`config.mk`:
```
export PLATFORM = sky130hd
export DESIGN_NAME = etf_cell
export DESIGN_NICKNAME = d
export VERILOG_FILES = /design/src/design/etf_pkg.sv /design/src/design/etf_cell.sv
export SDC_FILE = /design/constraint.sdc
export NUM_CORES = 2
export LEC_CHECK = 0
export BUFFER_PORTS_ARGS = -buffer_cell sky130_fd_sc_hd__clkbuf_2
export CAP_MARGIN = 15
export CORE_MARGIN = 8
export CORE_UTILIZATION = 30
export DETAILED_ROUTE_END_ITERATION = 8
export PLACE_DENSITY = 0.54
export SETUP_SLACK_MARGIN = 0.3
export SLEW_MARGIN = 20
export SYNTH_ARGS = -nofsm -noshare
export SYNTH_HDL_FRONTEND = slang
export SYNTH_SLANG_ARGS = --single-unit
```
`constraint.sdc`:
```
create_clock -name clock -period 9.9 [get_ports clock]
set_input_delay 1.485 -clock clock [delete_from_list [all_inputs] [get_ports clock]]
set_output_delay 1.485 -clock clock [all_outputs]
set_load 0.01 [all_outputs]
```
`src/design/etf_pkg.sv`:
```
// Shared constants and types for the escape-time fractal pixel block.
// Used by the multiplier cells, the gray-level divider and the top level.
package etf_pkg;

   // Fixed-point format of plane values (Q4.28).
   localparam int FRAC_BITS  = 28;
   localparam int OP_BITS    = 32;
   localparam int ACC_BITS   = 2 * OP_BITS;
   localparam int Z_BITS     = 40;

   // Multiplier chain: each cell consumes one slice of the second operand.
   localparam int SLICE_BITS = 8;
   localparam int NUM_CELLS  = OP_BITS / SLICE_BITS;
   localparam int PART_BITS  = OP_BITS + SLICE_BITS;

   // Iteration count and gray level.
   localparam int LIMIT_BITS    = 10;
   localparam int GRAY_BITS     = 8;
   localparam int DIVIDEND_BITS = LIMIT_BITS + GRAY_BITS;
   localparam int STEP_BITS     = $clog2(GRAY_BITS);

   // Stream payload widths.
   localparam int REQ_DATA_BITS = 2 * OP_BITS;
   localparam int RSP_DATA_BITS = 24;
   localparam int RSP_PAD_BITS  = RSP_DATA_BITS - LIMIT_BITS - GRAY_BITS;

   // Configuration port.
   localparam int CSR_INDEX_BITS = 3;
   localparam logic [CSR_INDEX_BITS-1:0] CSR_FRACTAL_MODE    = 3'd0;
   localparam logic [CSR_INDEX_BITS-1:0] CSR_JULIA_CONST_RE  = 3'd1;
   localparam logic [CSR_INDEX_BITS-1:0] CSR_JULIA_CONST_IM  = 3'd2;
   localparam logic [CSR_INDEX_BITS-1:0] CSR_ITERATION_LIMIT = 3'd3;

   localparam logic signed [OP_BITS-1:0] JULIA_RE_RESET = 32'sd107374182;
   localparam logic signed [OP_BITS-1:0] JULIA_IM_RESET = 32'sd80530637;
   localparam logic [LIMIT_BITS-1:0]     LIMIT_RESET    = 10'd100;

   // Escape thresholds: |z|^2 > 4 in the squared scale, and |part| > 2.
   localparam logic [ACC_BITS-1:0] ESC_SUM = 64'd1 << (2 * FRAC_BITS + 2);
   localparam logic signed [Z_BITS-1:0] Z_BOUND = Z_BITS'(64'd1 << (FRAC_BITS + 1));

   // Data handed from one multiplier cell to the next.
   typedef struct packed {
      logic [OP_BITS-1:0]  mag_re;
      logic [OP_BITS-1:0]  mag_im;
      logic [OP_BITS-1:0]  b_re;
      logic [OP_BITS-1:0]  b_im;
      logic [ACC_BITS-1:0] acc_rr;
      logic [ACC_BITS-1:0] acc_ii;
      logic [ACC_BITS-1:0] acc_ri;
   } etf_cell_data_type;

endpackage

```
`src/design/etf_cell.sv`:
```
// One cell of the squaring chain: folds one slice of the operands into
// the three running products. Depends on etf_pkg.
module etf_cell (
   input  logic                       clock,
   input  logic                       reset,
   input  logic                       prev_valid,
   input  etf_pkg::etf_cell_data_type prev_data,
   output logic                       next_valid,
   output etf_pkg::etf_cell_data_type next_data
);
   import etf_pkg::*;

   logic [SLICE_BITS-1:0] slice_re;
   logic [SLICE_BITS-1:0] slice_im;
   logic [PART_BITS-1:0]  part_rr;
   logic [PART_BITS-1:0]  part_ii;
   logic [PART_BITS-1:0]  part_ri;
   etf_cell_data_type     data_in;
   etf_cell_data_type     data_ff;
   logic                  valid_ff;

   // Slices go most significant first, so the running sum shifts up a slice.
   assign slice_re = prev_data.b_re[OP_BITS-1 -: SLICE_BITS];
   assign slice_im = prev_data.b_im[OP_BITS-1 -: SLICE_BITS];
   assign part_rr  = PART_BITS'(prev_data.mag_re) * PART_BITS'(slice_re);
   assign part_ii  = PART_BITS'(prev_data.mag_im) * PART_BITS'(slice_im);
   assign part_ri  = PART_BITS'(prev_data.mag_re) * PART_BITS'(slice_im);

   always_comb begin
      data_in        = prev_data;
      data_in.b_re   = {prev_data.b_re[OP_BITS-SLICE_BITS-1:0], SLICE_BITS'(0)};
      data_in.b_im   = {prev_data.b_im[OP_BITS-SLICE_BITS-1:0], SLICE_BITS'(0)};
      data_in.acc_rr = {prev_data.acc_rr[ACC_BITS-SLICE_BITS-1:0], SLICE_BITS'(0)}
                       + ACC_BITS'(part_rr);
      data_in.acc_ii = {prev_data.acc_ii[ACC_BITS-SLICE_BITS-1:0], SLICE_BITS'(0)}
                       + ACC_BITS'(part_ii);
      data_in.acc_ri = {prev_data.acc_ri[ACC_BITS-SLICE_BITS-1:0], SLICE_BITS'(0)}
                       + ACC_BITS'(part_ri);
   end

   always_ff @(posedge clock) begin
      if (reset) begin
         valid_ff <= 1'b0;
      end else begin
         valid_ff <= prev_valid;
      end
   end

   always_ff @(posedge clock) begin
      data_ff <= data_in;
   end

   assign next_valid = valid_ff;
   assign next_data  = data_ff;

endmodule

```
==> flow_metrics.py <==
metrics = {
    "logic_synthesis": {
        "ys_types": 77,
        "syn_area_mm2": 0.0353,
        "yosysTopAreaCell": "fa_1",
        "ys_top_cells_by_area": "fa_1 36%, dfxtp_1 17%, and2_1 10%",
        "synth_seq_cells": 305,
        "synth-adder-area-share": 0.431,
        "synth_xor_area_frac": 0.0417,
        "synth_compound_area_frac": 0.0698,
        "yosys.area_share.simple": 0.176,
        "ys_async_sr_fraction": 0,
        "ys_warn_count": 0,
        "avgSynthCellArea_um2": 9.28,
        "synth_ff_type": "dfxtp_1",
        "ys_seq_area_frac": 0.173,
        "synthMuxAreaShare": 0,
        "synth_top_family_by_area": "adder cells",
        "postSynthCellCount": 3802,
        "synth_top_area_frac": 0.359,
        "synth_edf_count": 0,
    },
    "grt": {
        "antenna_found_initial": 19,
        "grt_pass1_wl_um": 171000,
        "grt_max_degree": 43,
        "grt_pass1_vias": 29400,
        "track_usage": 0.167,
        "overflow": 0,
    },
    "clock_tree": {
        "clockBufferDepth": 3,
        "h-tree-depth": 2,
        "ctsHoldBuffers": 0,
        "cts_tree": "yes",
        "cts_made_buffers": 41,
        "postCtsSetupBuffers": 0,
        "clockRootBuffer": "clkbuf_16",
        "clkTransAtPathRegs_ns": 0.06,
        "post_cts_resized": 0,
        "cts.sinks": 305,
    },
    "sta": {
        "tns_ns": 0,
        "slew_headroom": 0.340,
        "min_period_ns": 7.51,
        "rsz0062_at_grt": "false",
        "finalCritPeriodShare": 0.758,
        "max_freq_mhz": 133,
        "tightest_slew_ns": 0.984,
        "final-hold-violation-count": 0,
        "slew_violations": 0,
        "setup_viol": 0,
    },
    "power": {
        "irDropWorstVdd_mv": 0.206,
        "p_leak_nw": 21.0,
        "power.density_mw_per_mm2": 308,
        "power.total_mw": 12.6,
    },
    "routing": {
        "drt-total-wl_um": 108000,
        "wl_per_cell_um": 18.5,
        "wl_met1_um": 46400,
        "dr_wl_met3_um": 6870,
        "vias": 26600,
        "drtAntennaViolNets": 0,
        "top_layer": "met5",
        "post_drt_via_cell_ratio": 4.53,
        "drt_iter0_markers": 1107,
        "wl_met2_um": 52000,
        "first_pass_iters": 5,
        "drc_errors": 0,
    },
    "placed_design": {
        "placed_cells": 5779,
        "place_area_mm2": 0.0395,
        "io_buffer_count": 603,
        "gp_congestion": 0.886,
        "hpwlAfterDp_um": 88500,
    },
    "worst_setup_path": {
        "max_stage_delay_ns": 0.86,
        "worst_ep_required_time_ns": 10.42,
        "cp_common_cell": "fa_1",
        "crit_path_top_delay_cell": "a311oi_1",
        "end_kind": "flip-flop",
        "critPathKind": "in -> reg",
        "crit_chain": "clkbuf_2 > buf_4 > nand2_1 > fa_1 > inv_1 > fa_1 > fa_1 > inv_1 > fa_1 > inv_1 > ha_1 > a21oi_1 > o21ai_0 > a21oi_1 > a311oi_1 > o21ai_1 > a21oi_2 > nor2_2 > nor3b_1 > xor2_1",
        "cp_max_fo": 35,
        "startpoint_type": "input pin",
        "arrival_ns": 8.03,
    },
    "floorplanning": {
        "die_width_um": 359,
        "pin_count": 644,
        "die_area_mm2": 0.129,
        "core-area_mm2": 0.117,
        "placement_rows": 126,
        "die_h_um": 359,
        "start_util": 0.300,
    },
    "finish": {
        "finalInstanceArea_mm2": 0.0410,
        "seq_area_mm2": 0.00611,
        "syn_to_final_growth_pct": 16.2,
        "final_layout_size_suffix_gt1_frac": 0.167,
        "n_fill_cell": 12200,
        "multiInputGateArea_mm2": 0.0255,
        "finalNetCount": 5446,
        "instances_no_fill": 5864,
    },
    "min_path": {
        "min_from": "prev_data[228]",
        "worst_hold_path.endpoint": "next_data[236]$_DFF_P_",
        "hold_path.class": "in -> reg",
        "hold-path-cell-count": 1,
    },
    "outcome": {
        "outcome": "completed",
    },
    "run": {
        "drv_cap": 0,
    },
}
## cell families (layout without fill, tap and decap cells)
kind of cell	after synthesis	after routing
buf+inv	978	1475
other cells	1	30
xor+xnor	168	168
fa+ha+maj	837	837
flops	305	305
simple gates	1139	1139
compound gates	374	374
## how the worst max path moves through the flow
stage	from	endpoint	slack (ns)	cells past startpoint
2_1_floorplan	prev_data[216]	next_data[126]$_DFF_P_	3.48	22
3_3_place_gp	prev_data[217]	next_data[62]$_DFF_P_	1.67	20
3_5_place_dp	prev_data[216]	next_data[125]$_DFF_P_	1.74	20
4_1_cts	prev_data[216]	next_data[125]$_DFF_P_	2.41	20
5_1_grt	prev_data[216]	next_data[121]$_DFF_P_	2.09	20
6_report	prev_data[216]	next_data[121]$_DFF_P_	2.39	20
## worst max-delay path: cells and delay by family
kind	cells	cell delay, ns
compound gates	6	2.01
xor+xnor	1	0.17
buf+inv	5	1.33
fa+ha+maj	5	2.42
simple gates	3	0.57
## cells in the final DEF, fill, tap and decap left out, drive strengths merged, types with 17 or more instances in the layout
| cell | count |
|---|---|
| xor2 | 61 |
| a21oi | 118 |
| o21bai | 17 |
| inv | 796 |
| ha | 204 |
| nor2 | 87 |
| and2 | 575 |
| nand3 | 47 |
| o21ai | 75 |
| a21o | 60 |
| a31oi | 21 |
| and3 | 19 |
| nand4 | 44 |
| nand2 | 297 |
| dfxtp | 305 |
| nor3 | 17 |
| fa | 633 |
| xnor2 | 107 |
| clkbuf | 652 |
## per-layer routing
layer  vias to the layer above  global-route usage
met5                         -                   0
met4                         4              0.0435
met3                       145              0.0380
met2                       716               0.288
met1                     13300               0.210
li1                      12400                   -
## sequential cells by signal, indices dropped and copies added (netlist names)
register,cells
next_valid,1
next_data,304
## cells in the mapped netlist (12+ instances only)
library cell,n
nor3_1,14
a21oi_1,116
xnor2_1,107
nand4_1,43
and2_1,575
nand2_1,296
fa_1,633
nor2_1,85
nand3_1,47
a31oi_1,19
ha_1,204
o21ai_0,65
clkbuf_1,141
a21o_1,60
inv_1,791
o21a_1,16
dfxtp_1,305
o21bai_1,17
buf_4,25
and3_1,19
nor2b_1,12
xor2_1,61
buf_2,18
## metrics by stage
| step | hold slack (ns) | setup WS [ns] | utilization |
|---|---|---|---|
| after global placement | 1.59 | 1.67 | 0.337 |
| after global routing | 0.937 | 2.09 | 0.349 |
| after floorplan | 1.51 | 3.48 | - |
| after detailed placement | 1.59 | 1.74 | 0.337 |
| after CTS | 0.923 | 2.41 | 0.349 |
| final | 0.990 | 2.39 | 0.349 |
## power by group
part | leakage [nW] | internal [mW] | switching [mW]
combinational | 17.7 | 3.59 | 5.69
clock | 0.697 | 0.971 | 0.622
sequential | 2.57 | 1.65 | 0.111
total | 21.0 | 6.21 | 6.43
## area by class of cell
type                            instances  area share
Multi-Input combinational cell       2534       0.620
Clock inverter                         20     0.00759
Timing Repair Buffer                  613      0.0758
Inverter                              791      0.0724
Tap cell                             1536      0.0468
Clock buffer                           51      0.0274
Sequential cell                       305       0.149
Antenna cell                           14    0.000854
No activity file was read; power rests on OpenSTA's default activity.
