[src/design/etf_pkg.sv]
// Shared constants and types for the escape-time fractal pixel block.
// Used by the multiplier cells, the gray-level divider and the top level.
package etf_pkg;

   // Fixed-point format of plane values (Q4.28).
   localparam int FRAC_BITS  = 28;
   localparam int OP_BITS    = 32;
   localparam int ACC_BITS   = 2 * OP_BITS;
   localparam int Z_BITS     = 40;

   // Multiplier chain: each cell consumes one slice of the second operand.
   localparam int SLICE_BITS = 8;
   localparam int NUM_CELLS  = OP_BITS / SLICE_BITS;
   localparam int PART_BITS  = OP_BITS + SLICE_BITS;

   // Iteration count and gray level.
   localparam int LIMIT_BITS    = 10;
   localparam int GRAY_BITS     = 8;
   localparam int DIVIDEND_BITS = LIMIT_BITS + GRAY_BITS;
   localparam int STEP_BITS     = $clog2(GRAY_BITS);

   // Stream payload widths.
   localparam int REQ_DATA_BITS = 2 * OP_BITS;
   localparam int RSP_DATA_BITS = 24;
   localparam int RSP_PAD_BITS  = RSP_DATA_BITS - LIMIT_BITS - GRAY_BITS;

   // Configuration port.
   localparam int CSR_INDEX_BITS = 3;
   localparam logic [CSR_INDEX_BITS-1:0] CSR_FRACTAL_MODE    = 3'd0;
   localparam logic [CSR_INDEX_BITS-1:0] CSR_JULIA_CONST_RE  = 3'd1;
   localparam logic [CSR_INDEX_BITS-1:0] CSR_JULIA_CONST_IM  = 3'd2;
   localparam logic [CSR_INDEX_BITS-1:0] CSR_ITERATION_LIMIT = 3'd3;

   localparam logic signed [OP_BITS-1:0] JULIA_RE_RESET = 32'sd107374182;
   localparam logic signed [OP_BITS-1:0] JULIA_IM_RESET = 32'sd80530637;
   localparam logic [LIMIT_BITS-1:0]     LIMIT_RESET    = 10'd100;

   // Escape thresholds: |z|^2 > 4 in the squared scale, and |part| > 2.
   localparam logic [ACC_BITS-1:0] ESC_SUM = 64'd1 << (2 * FRAC_BITS + 2);
   localparam logic signed [Z_BITS-1:0] Z_BOUND = Z_BITS'(64'd1 << (FRAC_BITS + 1));

   // Data handed from one multiplier cell to the next.
   typedef struct packed {
      logic [OP_BITS-1:0]  mag_re;
      logic [OP_BITS-1:0]  mag_im;
      logic [OP_BITS-1:0]  b_re;
      logic [OP_BITS-1:0]  b_im;
      logic [ACC_BITS-1:0] acc_rr;
      logic [ACC_BITS-1:0] acc_ii;
      logic [ACC_BITS-1:0] acc_ri;
   } etf_cell_data_type;

endpackage

[src/design/etf_divider.sv]
// Restoring divider for the gray level, one quotient bit per cycle.
// Depends on etf_pkg.
module etf_divider (
   input  logic                                clock,
   input  logic                                reset,
   input  logic                                start,
   input  logic [etf_pkg::DIVIDEND_BITS-1:0]   dividend,
   input  logic [etf_pkg::LIMIT_BITS-1:0]      divisor,
   output logic                                done,
   output logic [etf_pkg::GRAY_BITS-1:0]       quotient
);
   import etf_pkg::*;

   logic [DIVIDEND_BITS-1:0] rem_ff;
   logic [DIVIDEND_BITS-1:0] rem_in;
   logic [DIVIDEND_BITS-1:0] dsh_ff;
   logic [DIVIDEND_BITS-1:0] dsh_in;
   logic [GRAY_BITS-1:0]     quo_ff;
   logic [GRAY_BITS-1:0]     quo_in;
   logic [STEP_BITS-1:0]     step_ff;
   logic [STEP_BITS-1:0]     step_in;
   logic                     busy_ff;
   logic                     busy_in;
   logic                     done_ff;
   logic                     done_in;
   logic                     fits;

   // The quotient is known to stay below 2^GRAY_BITS, so the divisor
   // starts shifted up by GRAY_BITS-1 places.
   assign fits = (rem_ff >= dsh_ff);

   always_comb begin
      rem_in  = rem_ff;
      dsh_in  = dsh_ff;
      quo_in  = quo_ff;
      step_in = step_ff;
      busy_in = busy_ff;
      done_in = 1'b0;
      if (start) begin
         rem_in  = dividend;
         dsh_in  = DIVIDEND_BITS'(divisor) << (GRAY_BITS - 1);
         step_in = '0;
         busy_in = 1'b1;
      end else if (busy_ff) begin
         rem_in  = fits ? (rem_ff - dsh_ff) : rem_ff;
         dsh_in  = dsh_ff >> 1;
         quo_in  = {quo_ff[GRAY_BITS-2:0], fits};
         step_in = step_ff + 1'b1;
         if (step_ff == STEP_BITS'(GRAY_BITS - 1)) begin
            busy_in = 1'b0;
            done_in = 1'b1;
         end
      end
   end

   always_ff @(posedge clock) begin
      if (reset) begin
         busy_ff <= 1'b0;
         done_ff <= 1'b0;
         step_ff <= '0;
      end else begin
         busy_ff <= busy_in;
         done_ff <= done_in;
         step_ff <= step_in;
      end
   end

   always_ff @(posedge clock) begin
      rem_ff <= rem_in;
      dsh_ff <= dsh_in;
      quo_ff <= quo_in;
   end

   assign done     = done_ff;
   assign quotient = quo_ff;

endmodule

[config.mk]
export PLATFORM = sky130hd
export DESIGN_NAME = etf_divider
export DESIGN_NICKNAME = d
export VERILOG_FILES = /design/src/design/etf_pkg.sv /design/src/design/etf_divider.sv
export SDC_FILE = /design/constraint.sdc
export NUM_CORES = 1
export LEC_CHECK = 0
export ABC_AREA = 1
export ABC_CLOCK_PERIOD_IN_PS = 6600
export BUFFER_PORTS_ARGS = -buffer_cell sky130_fd_sc_hd__buf_4
export CAP_MARGIN = 20
export CORE_MARGIN = 5
export CORE_UTILIZATION = 59
export CTS_BUF_LIST = sky130_fd_sc_hd__clkbuf_16
export DETAILED_ROUTE_END_ITERATION = 8
export PLACE_DENSITY = 0.88
export SYNTH_ARGS = -nofsm -noshare
export SYNTH_HDL_FRONTEND = slang
export SYNTH_SLANG_ARGS = --single-unit
[constraint.sdc]
create_clock -name clock -period 6.6 [get_ports clock]
set_input_delay 0 -clock clock [delete_from_list [all_inputs] [get_ports clock]]
set_output_delay 0 -clock clock [all_outputs]
set_load 0.02 [all_outputs]
==> results of run 1 <==
## registers in the layout, summed over array words and instances (netlist names)
register,flops
quotient,8
step_ff,3
rem_ff,18
done,1
busy_ff,1
dsh_ff,17
## metrics by stage
step / hold slack (ns) / cell area, um2 / utilization [%]
finish: 0.00429 / 3500 / 74.6
global route: 0.00327 / 3500 / 74.5
CTS: 0.00355 / 3500 / 74.5
detailed placement: 0.186 / 3180 / 67.8
global placement: 0.176 / 3180 / 67.8
floorplan: 0.0785 / 2840 / -
## layout make-up
class | count | area share (%)
timing repair buffer | 54 | 12.7
tap | 54 | 1.93
multi-input combinational | 254 | 37.9
sequential | 48 | 37.8
clock inverter | 3 | 1.22
clock buffer | 5 | 3.58
antenna | 1 | 0.0715
inverter | 46 | 4.93
## worst min path at each step
stage,slack (ns),cells past startpoint,endpoint,start
after detailed placement,0.19,2,busy_ff,reset
final,0.004,3,dsh_ff[12],divisor[5]
after global placement,0.18,2,busy_ff,reset
after global routing,0.003,3,dsh_ff[14],divisor[7]
after floorplan,0.08,1,busy_ff,reset
after CTS,0.004,3,dsh_ff[12],divisor[5]
## synthesized netlist by cell type
| master | count | area share (%) |
|---|---|---|
| nand3b_1 | 5 | 1.3 |
| o21ai_1 | 6 | 1.1 |
| nand3_2 | 1 | 0.35 |
| nand2_2 | 6 | 1.3 |
| nand2_1 | 116 | 15 |
| a21oi_1 | 15 | 2.6 |
| a31oi_1 | 1 | 0.22 |
| nand4_1 | 2 | 0.44 |
| o21ai_0 | 15 | 2.6 |
| clkbuf_1 | 3 | 0.40 |
| inv_1 | 41 | 5.4 |
| xnor2_1 | 4 | 1.2 |
| o21ai_2 | 1 | 0.31 |
| nor2_1 | 24 | 3.2 |
| nor3_1 | 3 | 0.53 |
| or2_2 | 3 | 0.66 |
| o21bai_1 | 1 | 0.26 |
| or2_1 | 2 | 0.44 |
| a211oi_1 | 1 | 0.26 |
| and2_1 | 1 | 0.22 |
| buf_2 | 2 | 0.35 |
| buf_1 | 1 | 0.13 |
| nand3_1 | 20 | 3.5 |
| ha_1 | 19 | 8.4 |
| inv_2 | 5 | 0.66 |
| edfxtp_1 | 36 | 38 |
| a21oi_2 | 1 | 0.31 |
| dfxtp_1 | 12 | 8.4 |
| fa_1 | 1 | 0.70 |
| o22ai_1 | 6 | 1.3 |
## worst max-delay path, delay by kind of cell (launching register included)
family | cells | cell delay, ns
and+or+nand+nor | 8 | 1.12
adders and majority gates | 2 | 0.66
DFF | 1 | 0.32
AOI/OAI and AO/OA | 1 | 0.24
buffers and inverters | 1 | 0.05
## power by group through the flow
| stage | clock, mW | combinational [mW] | sequential, mW |
|---|---|---|---|
| floorplan | 0 | 0.256 | 0.386 |
| global placement | 0 | 0.324 | 0.385 |
| detailed placement | 0 | 0.332 | 0.388 |
| CTS | 0.289 | 0.344 | 0.382 |
| global route | 0.303 | 0.397 | 0.385 |
| finish | 0.287 | 0.352 | 0.382 |
## timing repair
item / in CTS / in global routing
hold buffers: 15 / 0
resized for setup: 0 / 0
hold endpoints to repair: 15 / 0
## metal layers
metal	share of wire, %	wire, um	GRT usage [%]
met3	5.9	394	4.06
met1	43	2870	28.0
met4	1.8	121	7.56
met5	0	0	0
met2	49	3320	39.7
## logic make-up after synthesis
group,Yosys count,share of synthesized area [%]
AOI/OAI and AO/OA,47,9.02
DFF,48,46.5
buffers and inverters,52,6.95
and+or+nand+nor,183,27.3
xor gates and xnor gates,4,1.23
adders and majority gates,20,9.06
==> impl_metrics.tcl, run 1 <==
set metrics [dict create \
    placeableCoreArea_um2 4690 \
    timing.critical_path.fanout_max 18 \
    reg2regPathDepth 12 \
    peakVddDrop_mv 0.178 \
    rr_startpoint "rem_ff[0]" \
    number_of_global_route_vias_before_repair 2591 \
    p_sw_mw 0.339 \
    hold_viol 0 \
    crit_path_end_kind "flip-flop" \
    p_int_mw 0.682 \
    final_nets 460 \
    critical_path_start_type "flip-flop" \
    synthesis.area_per_instance_um2 8.03 \
    cts_sinks 48 \
    gp_congestion 0.904 \
    critPathMostFrequentCell "nand2_2" \
    die_height_um 79.4 \
    setup-tns-final_ns 0 \
    path_cells "inv_1 > ha_1 > fa_1 > o21ai_2 > nand2_2 > nand2_2 > nand2_2 > nand2_2 > nand2_2 > nand2_2 > nand2_1 > nand2_1" \
    synth_area_um2 2840 \
    start_util_pct 60.6 \
    layout.cells.most_common "nand2_1" \
    rrSetupSlack_ns 3.80 \
    grt_setup_unrepaired "false" \
    critical_path_required_ns 6.51 \
    design.die.area_um2 6310 \
    crit_end "rem_ff[7]" \
    clock-skew-final_ns 0.00613 \
    dp.final_hpwl_um 4510 \
    nFillCells 336 \
    power.static_leakage_nw 1.61 \
    number_of_failing_setup_endpoints_in_the_final_timing_report 0 \
    worst-endpoint-arrival_ns 2.71 \
    post_drt_wl_per_cell_um 14.4 \
    insertion_delay_ns 0.29 \
    seqPwrFrac_pct 37.4 \
    final_cells 465 \
    drt_pre_antenna_iters 6 \
    drive_gt1_share_pct 15.6 \
    grt_overflow 0 \
    finalWirelength_um 6700 \
    grt_max_degree 39 \
    worstSetupPathType "reg -> reg" \
    dp.cells 441 \
    route.vias.total 2546 \
    clock.fmax_mhz 357 \
    crit_path_top_delay_cell "nand2_1" \
    detail_route.iter0.violations 220 \
    routed_via_density 5.48 \
    areaGrowthSynthToFinish_pct 23.1 \
    drv_slew 0 \
    number_of_antenna_violations_at_the_first_check_in_global_routing 0 \
    synth_seq_cells 48 \
    tritoncts "done" \
    regArea_um2 1320 \
    timing_worst_slew_pin_value_ns 0.918 \
    slew_headroom_pct 38.6 \
    power_mw 1.02 \
    yosysSeqAreaShare_pct 46.5 \
    power.clock.fraction_pct 28.1 \
    p_comb_share_pct 34.5 \
    setup.worst_path.start "rem_ff[0]" \
    drtAntennaViolNets 0 \
    timing.hold.worst.class "in -> reg" \
    buffer_cell_driving_the_clock_tree_root "clkbuf_16" \
    clock_transition_at_path_regs_ns 0.07 \
    mostFrequentLayoutCells "nand2_1 (116), inv_1 (41), buf_4 (39), edfxtp_1 (36), nor2_1 (24)" \
    instance_count_of_the_mapped_netlist 354 \
    drcViolationCount 0 \
    h-tree-depth 2 \
    fp-row-count 25 \
    synth_cell_types 30 \
    gr-usage-all-layers_pct 22.6 \
    reg2reg_to "rem_ff[7]" \
    yosysWarningCount 0 \
    cts_buffer_depth 2 \
    worst_setup_margin_ns 3.80 \
    synthesis.nets 405 \
    place.port_buffers 39 \
    p_per_area_nw_per_um2 292 \
    fin_crit_sh_pct 42.4 \
    swShare_pct 33.2 \
    post-cts-setup-buffer-count 0 \
    biggest_cell_delay_along_the_critical_path_ns 0.67 \
    multi_input_comb_area_um2 1330 \
    grt_first_pass_wirelength_um 11400 \
    run_status "complete, no violations" \
    fin_crit_ns 2.80 \
    max_cap_violations 0 \
    ioPinCount 40 \
    preCtsSetupSlack_ns 3.91 \
    die_width_um 79.4 \
    cts_inserted_buffers 5 \
]
Power figures use the tool's default switching activity.
==> run 2: changes to the inputs <==
ABC_CLOCK_PERIOD_IN_PS = 2900   (was 6600)
CORE_UTILIZATION = 57   (was 59)
PLACE_DENSITY = 0.85   (was 0.88)
clock period = 2.9 ns   (was 6.6 ns; I/O delays follow)
==> impl_metrics.tcl, run 2 (synthesis results as in run 1) <==
set metrics [dict create \
    routed_via_density 5.19 \
    cts_inserted_buffers 5 \
    insertion_delay_ns 0.29 \
    ioPinCount 40 \
    start_util_pct 59.4 \
    drt_pre_antenna_iters 4 \
    grt_max_degree 39 \
    mostFrequentLayoutCells "nand2_1 (116), inv_1 (41), buf_4 (40), edfxtp_1 (36), nor2_1 (24)" \
    cts_buffer_depth 2 \
    fin_crit_ns 2.39 \
    largest_register_ffs 18 \
    p_int_mw 1.57 \
    die_width_um 80.6 \
    final.hold.worst_slack_ns -0.00143 \
    placeableCoreArea_um2 4790 \
    tritoncts "done" \
    drtAntennaViolNets 0 \
    cp_num_buf_inv 2 \
    crit_family "simple AND/OR/NAND/NOR gates" \
    path_cells "inv_1 > ha_1 > fa_1 > o21ai_2 > nand2_2 > nand2_2 > nand2_2 > nand2_2 > nand2_2 > nand2_2 > nand2_1 > nand2_1 > buf_12" \
    gp_congestion 0.923 \
    number_of_global_route_vias_before_repair 2594 \
    violations "hold timing" \
    worst-endpoint-arrival_ns 2.40 \
    final_nets 469 \
    p_comb_share_pct 34.5 \
    p_per_area_nw_per_um2 652 \
    number_of_failing_setup_endpoints_in_the_final_timing_report 0 \
    critical_path_required_ns 2.90 \
    post_drt_wl_per_cell_um 13.7 \
    critical_path_start_type "flip-flop" \
    rrSetupSlack_ns 0.51 \
    grt_first_pass_wirelength_um 11500 \
    drcViolationCount 0 \
    drive_gt1_share_pct 15.8 \
    route.vias.total 2521 \
    grt_setup_unrepaired "false" \
    fin_crit_sh_pct 82.5 \
    number_of_antenna_violations_at_the_first_check_in_global_routing 0 \
    h-tree-depth 2 \
    clock.fmax_mhz 418 \
    p_sw_mw 0.789 \
    fp-row-count 25 \
    buffer_cell_driving_the_clock_tree_root "clkbuf_16" \
    layout.cells.most_common "nand2_1" \
    gr-usage-all-layers_pct 22.9 \
    place.port_buffers 39 \
    run_status "finished with violations" \
    peakVddDrop_mv 0.436 \
    num_antenna_cells 0 \
    die_height_um 80.6 \
    detail_route.iter0.violations 198 \
    areaGrowthSynthToFinish_pct 27.1 \
    crit_path_top_delay_cell "fa_1" \
    nFillCells 365 \
    max_cap_violations 0 \
    power.clock.fraction_pct 28.7 \
    regMostFlops "rem_ff" \
    swShare_pct 33.5 \
    timing.critical_path.fanout_max 14 \
    finalWirelength_um 6670 \
    drv_slew 0 \
    design.die.area_um2 6500 \
    power.static_leakage_nw 1.66 \
    clock_transition_at_path_regs_ns 0.07 \
    clock-skew-final_ns 0.00718 \
    hold_viol 1 \
    seqPwrFrac_pct 36.8 \
    timing.hold.worst.class "in -> reg" \
    grt_overflow 0 \
    dp.final_hpwl_um 4770 \
    setup-tns-final_ns 0 \
    crit_path_end_kind "flip-flop" \
    critPathMostFrequentCell "nand2_2" \
    biggest_cell_delay_along_the_critical_path_ns 0.42 \
    cts_sinks 48 \
    timing_worst_slew_pin_value_ns 0.686 \
    slew_headroom_pct 54.2 \
    worstSetupPathType "reg -> reg" \
]
## run 2: cell types whose count changed in the layout (fill, tap and decap cells not counted)
cell / previous run / this run
clkinv_2: 1 / 0
buf_12: 0 / 1
diode_2: 1 / 0
buf_4: 39 / 40
dlygate4sd3_1: 15 / 22
inv_6: 0 / 1
## run 2: stage by stage
stage | instance area (um2) | cells | utilization, % | power, mW | worst slack, ns
6_report | 3610 | 486 | 75.5 | 2.36 | 0.506
5_1_grt | 3610 | 486 | 75.5 | 2.51 | 0.342
4_1_cts | 3610 | 486 | 75.5 | 2.35 | 0.502
3_5_place_dp | 3220 | 456 | 67.3 | 1.65 | 0.512
3_3_place_gp | 3220 | 456 | 67.3 | 1.63 | 0.602
2_1_floorplan | 2840 | 354 | - | 1.46 | 0.574
## run 2: repair_timing
item / CTS / global route
buffers inserted: 0 / 0
hold buffers: 22 / 0
endpoints found under the setup margin: 0 / 0
resized for setup: 0 / 0
endpoints found under the hold margin: 22 / 0
## run 2: area by class of cell
cell class                 instances  area, um2  area share [%]
inverter                          46        173            4.78
clock inverter                     3       46.3            1.28
clock buffer                       5        125            3.46
timing repair buffer              63        541            15.0
sequential                        48       1320            36.6
multi-input combinational        254       1330            36.7
tap                               67       83.8            2.32
## run 2: per-layer routing
metal  global-route usage (%)  vias up  wire length [um]
met1                     28.9     1139              2950
li1                         -     1293                 -
met3                     3.48       12               412
met4                     6.93        0               119
met5                        0        -                 0
met2                     40.1       77              3190
## run 2: path summary, 6_finish.rpt
path / from / to / cells past startpoint
min reg2reg: quotient[6] / quotient[7] / 0
max: rem_ff[0] / rem_ff[7] / 13
min: dividend[8] / rem_ff[8] / 3
max reg2reg: rem_ff[0] / rem_ff[7] / 13
## run 2: power by group through the flow
stage	sequential (mW)	combinational (mW)	clock, mW
final	0.867	0.813	0.677
after global routing	0.875	0.927	0.710
after CTS	0.868	0.802	0.677
after detailed placement	0.883	0.770	0
after global placement	0.877	0.752	0
after floorplan	0.879	0.583	0
## run 2: worst reg2reg max path, delay by kind of cell, from the launching register on
| family | cells | cell delay, ns |
|---|---|---|
| AOI/OAI and AO/OA | 1 | 0.22 |
| adders and majority gates | 2 | 0.63 |
| buffers and inverters | 2 | 0.24 |
| DFF | 1 | 0.32 |
| and+or+nand+nor | 8 | 0.66 |
==> run 3: changes to the inputs <==
ABC_AREA = 0   (was 1)
ABC_CLOCK_PERIOD_IN_PS = 2400   (was 2900)
CORE_UTILIZATION = 58   (was 57)
PLACE_DENSITY = 0.86   (was 0.85)
clock period = 2.4 ns   (was 2.9 ns; I/O delays follow)
==> impl_metrics.tcl, run 3 <==
set metrics [dict create \
    run_status "finished with violations" \
    violations "hold timing" \
    crit_path_end_kind "flip-flop" \
    mostFrequentLayoutCells "buf_4 (65), edfxtp_1 (36), nand2_1 (32), inv_1 (28), nor2_1 (21)" \
    cts_sinks 48 \
    drv_slew 0 \
    clock_transition_at_path_regs_ns 0.07 \
    synthesis.nets 378 \
    yosysSeqAreaShare_pct 42.5 \
    insertion_delay_ns 0.29 \
    synth_area_um2 3110 \
    cts_inserted_buffers 5 \
    crit_path_top_delay_cell "or4b_1" \
    place.port_buffers 39 \
    tritoncts "done" \
    gr-usage-all-layers_pct 21.8 \
    whs_path_depth 3 \
    hold_viol 1 \
    adder_cell_share_of_the_synthesized_area_pct 8.29 \
    synthFlopType "edfxtp_1" \
    p_per_area_nw_per_um2 826 \
    timing_worst_slew_pin_value_ns 0.460 \
    detail_route.iter0.violations 290 \
    worst-endpoint-arrival_ns 2.38 \
    grt_overflow 0 \
    met3_wirelength_um 452 \
    synth_top_area_share_pct 34.8 \
    reg2regPathDepth 5 \
    wl_met2_um 3590 \
    fin_crit_sh_pct 97.0 \
    peakVddDrop_mv 0.450 \
    synth_enable_flop_cells 36 \
    num_antenna_cells 0 \
    instance_count_of_the_mapped_netlist 327 \
    final.hold.worst_slack_ns -0.00110 \
    clock.fmax_mhz 429 \
    synthTopCellsByCount "edfxtp_1 (36), nand2_1 (32), inv_1 (27), nor2_1 (21), ha_1 (19)" \
    design.die.area_um2 6930 \
    grt_first_pass_wirelength_um 12500 \
    yosys-mux-area-fraction_pct 3.22 \
    yosysTopAreaCell "edfxtp_1" \
    power.static_leakage_nw 1.64 \
    drt_pre_antenna_iters 4 \
    setup-tns-final_ns 0 \
    critical_path_start_type "flip-flop" \
    max_cap_violations 0 \
    nFillCells 348 \
    final_nets 446 \
    worst_hold_startpoint "divisor[1]" \
    power_mw 3.29 \
    synthXorXnorAreaFrac_pct 1.13 \
    post_drt_wl_per_cell_um 16.2 \
    fin_crit_ns 2.33 \
    largest_register_ffs 18 \
    synth_async_reset_ratio_pct 0 \
    ioPinCount 40 \
    h-tree-depth 2 \
    drcViolationCount 0 \
    biggest_cell_delay_along_the_critical_path_ns 0.46 \
    fp-row-count 26 \
    critical_path_required_ns 2.45 \
    buffer_cell_driving_the_clock_tree_root "clkbuf_16" \
    layout.core_utilization_pct 77.1 \
    drtAntennaViolNets 0 \
    areaGrowthSynthToFinish_pct 28.2 \
    route.vias.total 2774 \
    timing.hold.worst.class "in -> reg" \
    clock-skew-final_ns 0.00515 \
    synth_cell_types 61 \
    die_width_um 83.2 \
    synth_seq_cells 48 \
    top_signal_layer_used "met4" \
    number_of_antenna_violations_at_the_first_check_in_global_routing 0 \
    number_of_failing_setup_endpoints_in_the_final_timing_report 0 \
    path_cells "ha_1 > a21o_1 > a311oi_2 > or4b_1 > a32o_1" \
    die_height_um 83.2 \
    regMostFlops "rem_ff" \
    routed_via_density 5.95 \
    synthesis.area_per_instance_um2 9.51 \
    synth_compound_gate_area_share_pct 20.9 \
    dominant_combinational_cell_family_by_area_after_synthesis "compound AO/OA/AOI/OAI gates" \
    layout.cells.most_common "buf_4" \
    placeableCoreArea_um2 5170 \
    reg2reg_to "rem_ff[13]" \
    cts_buffer_depth 2 \
    timing.hold.worst_endpoint "dsh_ff[8]" \
    gp_congestion 0.894 \
    rrSetupSlack_ns 0.07 \
    worstSetupPathType "reg -> reg" \
    netlist_top_cells_area "edfxtp_1 (35%), dfxtp_1 (7.7%), ha_1 (7.6%), nand2_1 (3.9%), o31ai_1 (3.6%)" \
    rr_startpoint "rem_ff[12]" \
    finalWirelength_um 7560 \
    synth_simple_gate_area_share_pct 17.6 \
    number_of_global_route_vias_before_repair 2633 \
    yosysWarningCount 0 \
    drive_gt1_share_pct 23.7 \
    slew_headroom_pct 69.1 \
    drt-met1-wl_um 3230 \
    synth.most_common_cell "edfxtp_1" \
    start_util_pct 60.1 \
    dp.final_hpwl_um 5260 \
    timing.critical_path.fanout_max 8 \
    grt_max_degree 49 \
]
-- run 3: critical path, delay by kind of cell, from the launching register on --
kind            cells  cell delay, ns
compound gates      3            0.84
fa+ha+maj           1            0.43
flops               1            0.37
simple gates        1            0.46
-- run 3: cell type report --
type,instances,area [um2],area share [%]
Clock buffer,5,125,3.14
Clock inverter,3,15.0,0.377
Inverter,27,101,2.54
Multi-Input combinational cell,232,1680,42.0
Sequential cell,48,1330,33.2
Tap cell,70,87.6,2.20
Timing Repair Buffer,81,658,16.5
-- run 3: where the power goes --
group	internal [mW]	switching, mW
Clock	0.381	0.299
Sequential	1.05	0.0426
Combinational	0.672	0.851
Total	2.10	1.19
-- run 3: metal layers --
layer | GRT usage (%) | vias to the layer above
li1 | - | 1352
met1 | 28.5 | 1305
met2 | 34.8 | 91
met3 | 4.55 | 26
met4 | 9.51 | 0
met5 | 0 | -
-- run 3: cells by family after synthesis --
| logic type | Yosys count |
|---|---|
| flops | 48 |
| fa+ha+maj | 20 |
| compound gates | 90 |
| simple gates | 108 |
| mux | 10 |
| buf+inv | 47 |
| xor+xnor | 4 |
-- run 3: stage by stage --
stage	std cells	cell area, um2	worst slack (ns)
2_1_floorplan	327	3130	0.145
3_3_place_gp	440	3590	-0.0561
3_5_place_dp	440	3590	-0.122
4_1_cts	465	3920	0.000358
5_1_grt	466	3990	-0.0277
6_report	466	3990	0.0715
-- run 3: how the worst max path moves through the flow --
stage / from / end / slack, ns / depth (start not counted)
5_1_grt: rem_ff[0] / rem_ff[12] / -0.03 / 9
3_3_place_gp: rem_ff[0] / rem_ff[5] / -0.06 / 8
4_1_cts: rem_ff[0] / rem_ff[12] / 0.0004 / 9
3_5_place_dp: rem_ff[0] / rem_ff[8] / -0.12 / 8
6_report: rem_ff[12] / rem_ff[13] / 0.07 / 5
2_1_floorplan: rem_ff[0] / rem_ff[0] / 0.14 / 8
-- run 3: repair_timing --
| item | in CTS | in global routing |
|---|---|---|
| pin swaps | 1 | 4 |
| endpoints found under the setup margin | 19 | 25 |
| hold buffers | 15 | 0 |
| gates resized for setup | 2 | 16 |
| endpoints found under the hold margin | 19 | 0 |
| buffers inserted | 2 | 1 |
